$ cat config.mk
export PLATFORM = sky130hd
export DESIGN_NAME = websocket_frame_receiver_top
export DESIGN_NICKNAME = d
export VERILOG_FILES = /design/src/hw/rtl/wsfr_pkg.sv /design/src/hw/rtl/websocket_frame_receiver_top.sv
export SDC_FILE = /design/constraint.sdc
export NUM_CORES = 1
export LEC_CHECK = 0
export ABC_AREA = 1
export BUFFER_PORTS_ARGS = -buffer_cell sky130_fd_sc_hd__buf_2
export CORE_MARGIN = 5
export CORE_UTILIZATION = 50
export CTS_CLUSTER_DIAMETER = 100
export DETAILED_ROUTE_END_ITERATION = 10
export GPL_TIMING_DRIVEN = 0
export PLACE_DENSITY = 0.67
export SLEW_MARGIN = 20
export SYNTH_ARGS = -nofsm -noshare
export SYNTH_HDL_FRONTEND = slang
export SYNTH_SLANG_ARGS = --single-unit
export TNS_END_PERCENT = 1
$ cat constraint.sdc
create_clock -name clk -period 5.5 [get_ports clk]
set_input_delay 0.55 -clock clk [delete_from_list [all_inputs] [get_ports clk]]
set_output_delay 0.55 -clock clk [all_outputs]
set_load 0.05 [all_outputs]
$ cat src/hw/rtl/wsfr_pkg.sv
`default_nettype none

package wsfr_pkg;

  // Parser phases within one frame.
  typedef enum logic [2:0] {
    PH_HDR0,
    PH_HDR1,
    PH_EXT,
    PH_PAY,
    PH_HALT
  } phase_t;

  // Frame opcodes recognised by the parser.
  localparam logic [3:0] OPC_CONT  = 4'h0;
  localparam logic [3:0] OPC_TEXT  = 4'h1;
  localparam logic [3:0] OPC_BIN   = 4'h2;
  localparam logic [3:0] OPC_CLOSE = 4'h8;
  localparam logic [3:0] OPC_PING  = 4'h9;
  localparam logic [3:0] OPC_PONG  = 4'hA;

  // Payload tags.
  localparam logic [1:0] KIND_BIN   = 2'd0;
  localparam logic [1:0] KIND_PING  = 2'd1;
  localparam logic [1:0] KIND_CLOSE = 2'd2;
  localparam logic [1:0] KIND_DROP  = 2'd3;

  // Sticky status codes.
  localparam logic [2:0] ST_OK       = 3'd0;
  localparam logic [2:0] ST_MASKED   = 3'd1;
  localparam logic [2:0] ST_TOO_BIG  = 3'd2;
  localparam logic [2:0] ST_NESTED   = 3'd3;
  localparam logic [2:0] ST_STRAY    = 3'd4;
  localparam logic [2:0] ST_BAD_OPC  = 3'd5;
  localparam logic [2:0] ST_CLOSED   = 3'd6;

  // Short length codes that select an extended length.
  localparam logic [6:0] LEN_EXT16 = 7'd126;
  localparam logic [6:0] LEN_EXT64 = 7'd127;
  localparam logic [3:0] EXT16_BYTES = 4'd2;
  localparam logic [3:0] EXT64_BYTES = 4'd8;

  // Only the first bytes of a close payload are echoed.
  localparam logic [6:0] CLOSE_ECHO_MAX = 7'd125;

  localparam logic [31:0] MAX_MSG_RESET = 32'd16777216;

endpackage

`default_nettype wire

$ cat src/hw/rtl/websocket_frame_receiver_top.sv
`default_nettype none

// Byte-serial receiver for unmasked server WebSocket frames. One byte is taken per beat
// and each byte yields exactly one result beat, tagging payload bytes as binary message
// data, ping echo, close echo or discarded, with frame and message end flags and a
// sticky status. The parser takes one byte per clock: all header and length checks for
// a byte are combinational between the input handshake and the result register, and
// a new byte is accepted while the previous result is still held, as long as the
// result register is free or being emptied in the same cycle. After an error or a
// close frame the parser stays halted until reset. max_message_bytes may be written
// only while the block is idle.
module websocket_frame_receiver_top (
  input  wire logic        clk,
  input  wire logic        rst,
  input  wire logic        cfg_wr_en,
  input  wire logic [31:0] cfg_wr_data,
  input  wire logic        in_valid,
  output logic             in_stall,
  input  wire logic [7:0]  rx_byte,
  output logic             out_valid,
  input  wire logic        out_stall,
  output logic             data_valid,
  output logic [7:0]       data_byte,
  output logic [1:0]       payload_kind,
  output logic             frame_done,
  output logic             message_done,
  output logic [2:0]       status
);

  // Parser state.
  wsfr_pkg::phase_t phase, phase_next;
  logic        frame_fin, frame_fin_next;
  logic [3:0]  frame_opcode, frame_opcode_next;
  logic [31:0] len_acc, len_acc_next;
  logic        len_ovf, len_ovf_next;
  logic [3:0]  ext_count, ext_count_next;
  logic [31:0] payload_remaining, payload_remaining_next;
  logic        in_frag, in_frag_next;
  logic [31:0] msg_total, msg_total_next;
  logic [6:0]  close_index, close_index_next;
  logic [2:0]  sticky_status, sticky_status_next;
  logic [31:0] max_message_bytes;

  // Result of the current beat.
  logic        r_dv;
  logic [7:0]  r_db;
  logic [1:0]  r_kind;
  logic        r_fd;
  logic        r_md;

  // Header completion inputs.
  logic        hc_go;
  logic [31:0] hc_len;
  logic        hc_ovf;
  logic [32:0] hc_sum;
  logic        in_acc;

  // A byte is taken when the result register is empty or drains this cycle.
  assign in_stall = out_valid && out_stall;
  assign in_acc   = in_valid && !in_stall;
  assign hc_sum   = {1'b0, msg_total} + {1'b0, hc_len};

  // Configuration register.
  always_ff @(posedge clk) begin
    if (rst) begin
      max_message_bytes <= wsfr_pkg::MAX_MSG_RESET;
    end else if (cfg_wr_en) begin
      max_message_bytes <= cfg_wr_data;
    end
  end

  // Next state and result for one byte.
  always_comb begin
    phase_next             = phase;
    frame_fin_next         = frame_fin;
    frame_opcode_next      = frame_opcode;
    len_acc_next           = len_acc;
    len_ovf_next           = len_ovf;
    ext_count_next         = ext_count;
    payload_remaining_next = payload_remaining;
    in_frag_next           = in_frag;
    msg_total_next         = msg_total;
    close_index_next       = close_index;
    sticky_status_next     = sticky_status;
    r_dv   = 1'b0;
    r_db   = 8'd0;
    r_kind = wsfr_pkg::KIND_DROP;
    r_fd   = 1'b0;
    r_md   = 1'b0;
    hc_go  = 1'b0;
    hc_len = 32'd0;
    hc_ovf = 1'b0;

    unique case (phase)
      wsfr_pkg::PH_HDR0: begin
        frame_fin_next    = rx_byte[7];
        frame_opcode_next = rx_byte[3:0];
        phase_next        = wsfr_pkg::PH_HDR1;
      end
      wsfr_pkg::PH_HDR1: begin
        if (rx_byte[7]) begin
          sticky_status_next = wsfr_pkg::ST_MASKED;
          phase_next         = wsfr_pkg::PH_HALT;
        end else begin
          len_acc_next = 32'd0;
          len_ovf_next = 1'b0;
          if (rx_byte[6:0] == wsfr_pkg::LEN_EXT16) begin
            ext_count_next = wsfr_pkg::EXT16_BYTES;
            phase_next     = wsfr_pkg::PH_EXT;
          end else if (rx_byte[6:0] == wsfr_pkg::LEN_EXT64) begin
            ext_count_next = wsfr_pkg::EXT64_BYTES;
            phase_next     = wsfr_pkg::PH_EXT;
          end else begin
            hc_go  = 1'b1;
            hc_len = {25'd0, rx_byte[6:0]};
          end
        end
      end
      wsfr_pkg::PH_EXT: begin
        // Big-endian shift; anything pushed out of the low 32 bits marks oversize.
        len_acc_next   = {len_acc[23:0], rx_byte};
        len_ovf_next   = len_ovf || (len_acc[31:24] != 8'd0);
        ext_count_next = ext_count - 4'd1;
        if (ext_count == 4'd1) begin
          hc_go  = 1'b1;
          hc_len = len_acc_next;
          hc_ovf = len_ovf_next;
        end
      end
      wsfr_pkg::PH_PAY: begin
        if (frame_opcode == wsfr_pkg::OPC_CONT || frame_opcode == wsfr_pkg::OPC_BIN) begin
          r_dv   = 1'b1;
          r_db   = rx_byte;
          r_kind = wsfr_pkg::KIND_BIN;
        end else if (frame_opcode == wsfr_pkg::OPC_PING) begin
          r_dv   = 1'b1;
          r_db   = rx_byte;
          r_kind = wsfr_pkg::KIND_PING;
        end else if (frame_opcode == wsfr_pkg::OPC_CLOSE
                     && close_index < wsfr_pkg::CLOSE_ECHO_MAX) begin
          r_dv             = 1'b1;
          r_db             = rx_byte;
          r_kind           = wsfr_pkg::KIND_CLOSE;
          close_index_next = close_index + 7'd1;
        end
        payload_remaining_next = payload_remaining - 32'd1;
        if (payload_remaining == 32'd1) begin
          r_fd = 1'b1;
          r_md = frame_fin && (frame_opcode == wsfr_pkg::OPC_CONT
                               || frame_opcode == wsfr_pkg::OPC_BIN);
          phase_next = (frame_opcode == wsfr_pkg::OPC_CLOSE) ? wsfr_pkg::PH_HALT
                                                             : wsfr_pkg::PH_HDR0;
        end
      end
      wsfr_pkg::PH_HALT: begin
        phase_next = wsfr_pkg::PH_HALT;
      end
      default: begin
        phase_next = wsfr_pkg::PH_HALT;
      end
    endcase

    // Checks on the complete header: size first, then the opcode rules.
    if (hc_go) begin
      if (hc_ovf || (hc_len > max_message_bytes)) begin
        sticky_status_next = wsfr_pkg::ST_TOO_BIG;
        phase_next         = wsfr_pkg::PH_HALT;
      end else begin
        priority if (frame_opcode == wsfr_pkg::OPC_BIN) begin
          if (in_frag) begin
            sticky_status_next = wsfr_pkg::ST_NESTED;
            phase_next         = wsfr_pkg::PH_HALT;
          end else begin
            in_frag_next   = !frame_fin;
            msg_total_next = hc_len;
          end
        end else if (frame_opcode == wsfr_pkg::OPC_CONT) begin
          if (!in_frag) begin
            sticky_status_next = wsfr_pkg::ST_STRAY;
            phase_next         = wsfr_pkg::PH_HALT;
          end else if (hc_sum > {1'b0, max_message_bytes}) begin
            sticky_status_next = wsfr_pkg::ST_TOO_BIG;
            phase_next         = wsfr_pkg::PH_HALT;
          end else begin
            msg_total_next = hc_sum[31:0];
            if (frame_fin) begin
              in_frag_next = 1'b0;
            end
          end
        end else if (frame_opcode == wsfr_pkg::OPC_CLOSE) begin
          sticky_status_next = wsfr_pkg::ST_CLOSED;
          close_index_next   = 7'd0;
        end else if (frame_opcode == wsfr_pkg::OPC_TEXT || frame_opcode == wsfr_pkg::OPC_PING
                     || frame_opcode == wsfr_pkg::OPC_PONG) begin
          sticky_status_next = sticky_status;
        end else begin
          sticky_status_next = wsfr_pkg::ST_BAD_OPC;
          phase_next         = wsfr_pkg::PH_HALT;
        end

        // A valid header either opens the payload or, at zero length, ends the frame.
        if (phase_next != wsfr_pkg::PH_HALT) begin
          payload_remaining_next = hc_len;
          if (hc_len == 32'd0) begin
            r_fd = 1'b1;
            r_md = frame_fin && (frame_opcode == wsfr_pkg::OPC_CONT
                                 || frame_opcode == wsfr_pkg::OPC_BIN);
            phase_next = (frame_opcode == wsfr_pkg::OPC_CLOSE) ? wsfr_pkg::PH_HALT
                                                               : wsfr_pkg::PH_HDR0;
          end else begin
            phase_next = wsfr_pkg::PH_PAY;
          end
        end
      end
    end
  end

  // Parser state registers, updated on each accepted beat.
  always_ff @(posedge clk) begin
    if (rst) begin
      phase             <= wsfr_pkg::PH_HDR0;
      frame_fin         <= 1'b0;
      frame_opcode      <= 4'd0;
      len_acc           <= 32'd0;
      len_ovf           <= 1'b0;
      ext_count         <= 4'd0;
      payload_remaining <= 32'd0;
      in_frag           <= 1'b0;
      msg_total         <= 32'd0;
      close_index       <= 7'd0;
      sticky_status     <= wsfr_pkg::ST_OK;
    end else if (in_acc) begin
      phase             <= phase_next;
      frame_fin         <= frame_fin_next;
      frame_opcode      <= frame_opcode_next;
      len_acc           <= len_acc_next;
      len_ovf           <= len_ovf_next;
      ext_count         <= ext_count_next;
      payload_remaining <= payload_remaining_next;
      in_frag           <= in_frag_next;
      msg_total         <= msg_total_next;
      close_index       <= close_index_next;
      sticky_status     <= sticky_status_next;
    end
  end

  // Result register valid flag.
  always_ff @(posedge clk) begin
    if (rst) begin
      out_valid <= 1'b0;
    end else if (in_acc) begin
      out_valid <= 1'b1;
    end else if (!out_stall) begin
      out_valid <= 1'b0;
    end
  end

  // Result register payload.
  always_ff @(posedge clk) begin
    if (in_acc) begin
      data_valid   <= r_dv;
      data_byte    <= r_db;
      payload_kind <= r_kind;
      frame_done   <= r_fd;
      message_done <= r_md;
      status       <= sticky_status_next;
    end
  end

endmodule

`default_nettype wire
==> results of run 1 <==
[logic make-up (layout without fill, tap and decap cells)]
logic type               count (synthesis)  after routing  synth area share, %
XOR/XNOR                                60             60                4.449
adder cells (fa/ha/maj)                102            102                10.87
AND/OR/NAND/NOR                        776            776                28.72
buffers and inverters                  290            410                9.989
flip-flops                             169            169                30.00
AO/OA/AOI/OAI                          351            351                15.97
[area by class of cell]
cell class	count	area (um^2)
Inverter	231	874.6
Fill cell	2272	9567
Multi-Input combinational cell	1289	7520
Sequential cell	169	3553
Buffer	59	332.8
Clock inverter	13	106.4
Timing Repair Buffer	88	515.5
Clock buffer	19	464.2
Tap cell	319	399.1
[layout by cell type, fill, tap and decap left out, types with 4 or more instances in the layout]
cell       instances
nand3_1           85
nor3_1            20
inv_1            216
nand2_1          359
nor2_4             8
a211oi_1           4
buf_4             31
buf_6             11
nand2_2           13
inv_6              4
o211ai_1           6
clkbuf_16         18
nand4_1           21
nand2_4            6
buf_2             63
a21oi_1          188
o21ai_0          104
clkbuf_1          39
a21o_1             4
xor2_1            34
nor4_1             9
nand3_4            5
dfxtp_1          149
inv_2              8
edfxtp_1          16
ha_4               4
clkinv_1           4
ha_1              95
nor2_1           198
o31ai_1            4
a21oi_2           11
nor2_2            14
nand3_2           14
xnor2_1           24
a31oi_1            4
[report_power, final]
part	internal (mW)	total (mW)	switching [mW]	leakage (nW)
clock	0.629	1.18	0.553	0.283
combinational	0.198	0.611	0.413	4.36
sequential	1.29	1.32	0.0306	1.40
[state kept, by name, indices dropped and copies added (netlist names)]
register and count:
close_index 7, len_ovf 1, out_valid 1, data_valid 1
frame_done 1, sticky_status 3, payload_kind 2, message_done 1
frame_fin 1, status 3, payload_remaining 32, in_frag 1
frame_opcode 4, msg_total 32, phase 3, ext_count 4
data_byte 8, len_acc 32, max_message_bytes 32
[worst paths after layout]
check,from,end,cells after the start
min,cfg_wr_data[0],max_message_bytes[0],3
min reg2reg,len_acc[27],len_acc[27],2
max reg2reg,ext_count[1],payload_remaining[19],39
max,rx_byte[4],payload_remaining[19],34
[synthesized netlist by cell type, types with 4 or more instances]
library cell | n | area share [%]
nor2_2 | 5 | 0.26
o31ai_1 | 4 | 0.25
nand4_1 | 21 | 1.1
a31oi_1 | 4 | 0.21
xnor2_1 | 26 | 1.9
inv_1 | 221 | 7.0
a21oi_1 | 198 | 8.4
o211ai_1 | 6 | 0.38
o21ai_2 | 4 | 0.30
a211oi_1 | 4 | 0.25
nand3_1 | 99 | 4.2
nor4_1 | 11 | 0.58
o21ai_0 | 107 | 4.5
buf_6 | 7 | 0.67
a21oi_2 | 4 | 0.30
nor2_1 | 212 | 6.7
inv_2 | 4 | 0.13
ha_1 | 101 | 11
dfxtp_1 | 153 | 26
nor3_1 | 22 | 0.93
xor2_1 | 34 | 2.5
clkbuf_1 | 39 | 1.2
nand2_2 | 5 | 0.26
clkinv_1 | 4 | 0.13
buf_4 | 7 | 0.44
edfxtp_1 | 16 | 4.1
buf_2 | 5 | 0.21
a21o_1 | 4 | 0.25
nand2_1 | 373 | 12
[tightest hold or removal path, delay by kind of cell]
family / cells / cell delay, ns
buffers and inverters: 1 / 0.07
and+or+nand+nor: 2 / 0.11
[through the flow]
stage | utilization [%] | hold WS [ns] | setup WS [ns] | instances | total power, mW
3_3_place_gp | 53.66 | 0.4554 | -0.9613 | 2129 | 1.872
2_1_floorplan | - | 0.4381 | 0.6886 | 1748 | 1.734
6_report | 59.00 | 0.3351 | 0.1305 | 2187 | 3.112
3_5_place_dp | 53.66 | 0.4595 | -1.017 | 2129 | 1.881
5_1_grt | 59.00 | 0.3439 | -0.08964 | 2187 | 3.257
4_1_cts | 57.02 | 0.3184 | 0.02894 | 2171 | 3.091
[timing repair]
action	4_1_cts	5_1_grt
pin swaps	9	28
endpoints found under the setup margin	76	70
setup buffers	7	16
gates cloned	3	0
resized for setup	41	81
[metal layers]
layer	track usage (%)	share of wire, %
met3	3.112	6.3
met5	0	0
met4	7.701	2.2
met1	35.86	45
met2	43.40	46
==> run summary, run 1 <==
Num CTS Buffers - 17
hold buffers post-CTS - 0
Arr. time, crit path - 5.67 ns
Area Growth Syn to Fin - 16.55%
CP bufs+invs - 5
Cell Area, Placed - 12520 um^2
CP max stage delay - 0.32 ns
Iteration-0 DRC Markers - 1015
Initial DRT Pass Iterations - 8
placer congestion estimate - 0.9286
CTS tree - done
Via Count - 11720
Mapped Area - 11810 um^2
count of cell types in the netlist - 57
Slew Limit Fails - 0
initial antenna violation count - 0
Die ar. - 26800 um^2
worst path required time - 5.80 ns
HPWL after DPL - 27.52 mm
Period minus WS final - 5.369 ns
width of the die - 163.7 um
YS warnings - 0
average via count per standard cell - 5.359
fin crit share - 97.63%
Pleak - 6.043 nW
# rows - 56
Max Freq - 186.2 MHz
TNS Setup - 0 ns
Seq/Total Area, Yosys - 30.00%
wire length per cell - 16.17 um
Post-synth EDFFs - 16
I/O pins - 63
slew at the pin closest to its max-slew limit - 0.8993 ns
floorplan core area - 23330 um^2
GRT overflow - 0
critical path class - in -> reg
final antenna-violating net count - 0
delay-heaviest family, CP - simple AND/OR/NAND/NOR gates
I/O Buffers - 62
clk slew on worst S/H paths - 0.07 ns
Initial Util - 50.62%
Final setup viols - 0
DRC - 0
Slew HR - 39.53%
Syn Inst Count - 1748
syn avg cell area - 6.757 um^2
Crit. End Element - register
all-layer global routing usage - 26.15%
Post-synth top flop - dfxtp_1
Worst-Skew Late Latency - 0.44 ns
ys async rst share - 0%
Seq cells post-synth - 169
die height - 163.7 um
diode count - 0
final non-filler cell area - 13770 um^2
Layout Nets - 2002
H-tree levels - 4
share of layout cells above drive strength 1 - 14.29%
Syn Nets - 1895
CP max stage cell - nor4_4
Hold Crit Class - in -> reg
vias in the first global route - 10760
Clock Skews - 0.01349 ns
RSZ-0062 raised after global routing - yes
clk sinks - 169
final WL - 35.36 mm
first-pass GRT wire length - 55.64 mm
R2R Setup Slk - 0.18 ns
Worst Setup Start Kind - input port
clk root buf - clkbuf_16
Max-Cap Viols - 0
Peak supply drop - 154.8 uV
PD cells - 226.1 nW/um^2
largest net degree at the start of global routing - 26
status - finished clean
CP max FO - 7
clock buffer depth - 2
Final Hold Viols - 0
No activity file was read; power rests on OpenSTA's default activity.
==> run 2, diff against run 1 <==
Settings changed: PLACE_DENSITY 0.67 to 0.72.
==> run 2 against run 1 <==
- register-to-register slack better by 0.07 ns
- largest power group unchanged
- cell count up 0.41%
- worst setup slack better by 0.089 ns
- count of clock-buffer cells in the layout down 2
- sequential power about the same
- maximum frequency up 1.7%
- critical path type unchanged
- highest routed layer unchanged
- clock power about the same
- global-route usage down 0.28 points
==> run summary, run 2 (synthesis gave the netlist of run 1 again) <==
Reg-to-Reg Start - ext_count[1]
Peak supply drop - 155.7 uV (+0.54%)
Flop pwr share - 43.1% (+0.7 points)
Comb pwr share - 19.4% (-0.2 points)
fin worst setup slack - 0.2198 ns (+0.08925 ns)
Crit. End Element - register
GRT overflow - 0 (unchanged)
Final setup viols - 0 (unchanged)
first-pass GRT wire length - 55.35 mm (-0.52%)
Layout Nets - 2011 (+0.45%)
fin crit share - 96.00% (-1.6 points)
wire length per cell - 16.31 um (+0.87%)
die height - 163.7 um (unchanged)
worst slack, placed - -0.9287 ns (+0.08776 ns)
largest net degree at the start of global routing - 26 (unchanged)
most frequent cells in the layout - nand2_1, inv_1, nor2_1, a21oi_1, dfxtp_1
vias in the first global route - 11060 (+2.8%)
final antenna-violating net count - 0 (unchanged)
initial antenna violation count - 0 (unchanged)
Final Util - 59.27% (+0.27 points)
floorplan core area - 23330 um^2 (unchanged)
most common cell after layout, fill and taps aside - nand2_1
Worst-Skew Late Latency - 0.45 ns (about the same)
Arr. time, crit path - 5.61 ns (-0.06 ns)
clk root buf - clkbuf_16
average via count per standard cell - 5.472 (+2.1%)
most frequent CP cell - nand3_2
Clock Skews - 0.01503 ns (+0.001541 ns)
status - finished clean
Via Count - 12020 (+2.5%)
H-tree levels - 4 (unchanged)
final WL - 35.82 mm (+1.3%)
I/O pins - 63 (unchanged)
Slew Limit Fails - 0 (unchanged)
CP max FO - 10 (+3)
width of the die - 163.7 um (unchanged)
placer congestion estimate - 0.9433 (+1.6%)
internal power - 2.066 mW (-2.3%)
P_sw - 997.5 uW (about the same)
Pleak - 6.090 nW (+0.77%)
Slew HR - 29.89% (-9.6 points)
Max Freq - 189.4 MHz (+1.7%)
Final Hold Viols - 0 (unchanged)
Fillers - 2209 (-2.8%)
Worst Setup SP - rx_byte[4]
switch share - 32.56% (+0.52 points)
Hold Startpoint - cfg_wr_data[24]
CTS tree - done
FF+latch area - 3556 um^2 (about the same)
Num CTS Buffers - 17 (unchanged)
Hold Crit Class - in -> reg
diode count - 0 (unchanged)
worst path required time - 5.83 ns (+0.03 ns)
HPWL after DPL - 27.41 mm (-0.39%)
share of layout cells above drive strength 1 - 14.33% (+0.038 points)
Area Growth Syn to Fin - 17.09%
clock power share - 37.5% (-0.5 points)
# rows - 56 (unchanged)
Initial DRT Pass Iterations - 5 (-3)
Max-Cap Viols - 0 (unchanged)
clk slew on worst S/H paths - 0.07 ns (about the same)
CP max stage cell - nor4_4
Iteration-0 DRC Markers - 1077 (+6.1%)
slew at the pin closest to its max-slew limit - 1.043 ns (+0.1435 ns)
CP max stage delay - 0.39 ns (+0.07 ns)
PD cells - 221.5 nW/um^2 (-2.0%)
Period minus WS final - 5.280 ns (-0.08925 ns)
clock buffer depth - 2 (unchanged)
I/O Buffers - 62 (unchanged)
DRC - 0 (unchanged)
critical path class - in -> reg
Worst Setup Start Kind - input port
all-layer global routing usage - 25.87% (-0.28 points)
hold buffers post-CTS - 0 (unchanged)
clk sinks - 169 (unchanged)
Multi-input gate area - 7521 um^2 (about the same)
Initial Util - 50.62% (unchanged)
Die ar. - 26800 um^2 (unchanged)
-- run 2: cell type report --
type | instances | share of cell area, %
Multi-Input combinational cell | 1290 | 54.38
Sequential cell | 169 | 25.71
Inverter | 231 | 6.324
Timing Repair Buffer | 96 | 4.370
Clock buffer | 17 | 3.076
Tap cell | 319 | 2.886
Buffer | 59 | 2.416
Clock inverter | 15 | 0.8324
-- run 2: power by group through the flow --
stage                     registers, mW  clock network [mW]  logic, mW
after floorplan                    1.37                   0      0.367
after global routing               1.32                1.21      0.654
after CTS                          1.32                1.16      0.548
after detailed placement           1.35                   0      0.533
final                              1.32                1.15      0.593
after global placement             1.35                   0      0.523
-- run 2: repair_timing --
action                                  CTS  global route
gates cloned                              0             3
pin swaps                                 6            36
buffers inserted                         10            22
resized for setup                        27            89
endpoints found under the setup margin   76            76
-- run 2: path summary, 6_finish.rpt --
kind	end	slack (ns)	depth (start not counted)
setup / recovery	msg_total[1]	0.22	30
hold / removal	max_message_bytes[24]	0.34	3
setup reg to reg	payload_remaining[5]	0.25	37
hold reg to reg	len_acc[27]	0.47	2
-- run 2: critical path: cells and delay by family --
kind	cells	cell delay, ns
XOR/XNOR	1	0.23
adder cells (fa/ha/maj)	2	0.61
AND/OR/NAND/NOR	16	2.19
AO/OA/AOI/OAI	6	1.36
buffers and inverters	5	0.66
-- run 2: metrics by stage --
step	power, mW	setup TNS (ns)	cell area, um^2	instances	hold slack [ns]
after global placement	1.869	-57.59	12520	2129	0.4555
after detailed placement	1.880	-59.90	12520	2129	0.4602
final	3.064	0	13830	2196	0.3357
after floorplan	1.734	0	11810	1748	0.4381
after global routing	3.191	-1.949	13830	2196	0.3409
after CTS	3.029	0	13240	2171	0.3247
-- run 2: routing by layer --
metal  part of all wire (%)  wire [um]  up-vias  global-route usage, %
met2                     46      16360      444                  41.73
li1                       -          -     5969                      -
met1                     44      15750     5502                  34.79
met5                      0          0        -                      0
met3                    7.0       2496      101                  4.090
met4                    3.4       1218        0                  10.22
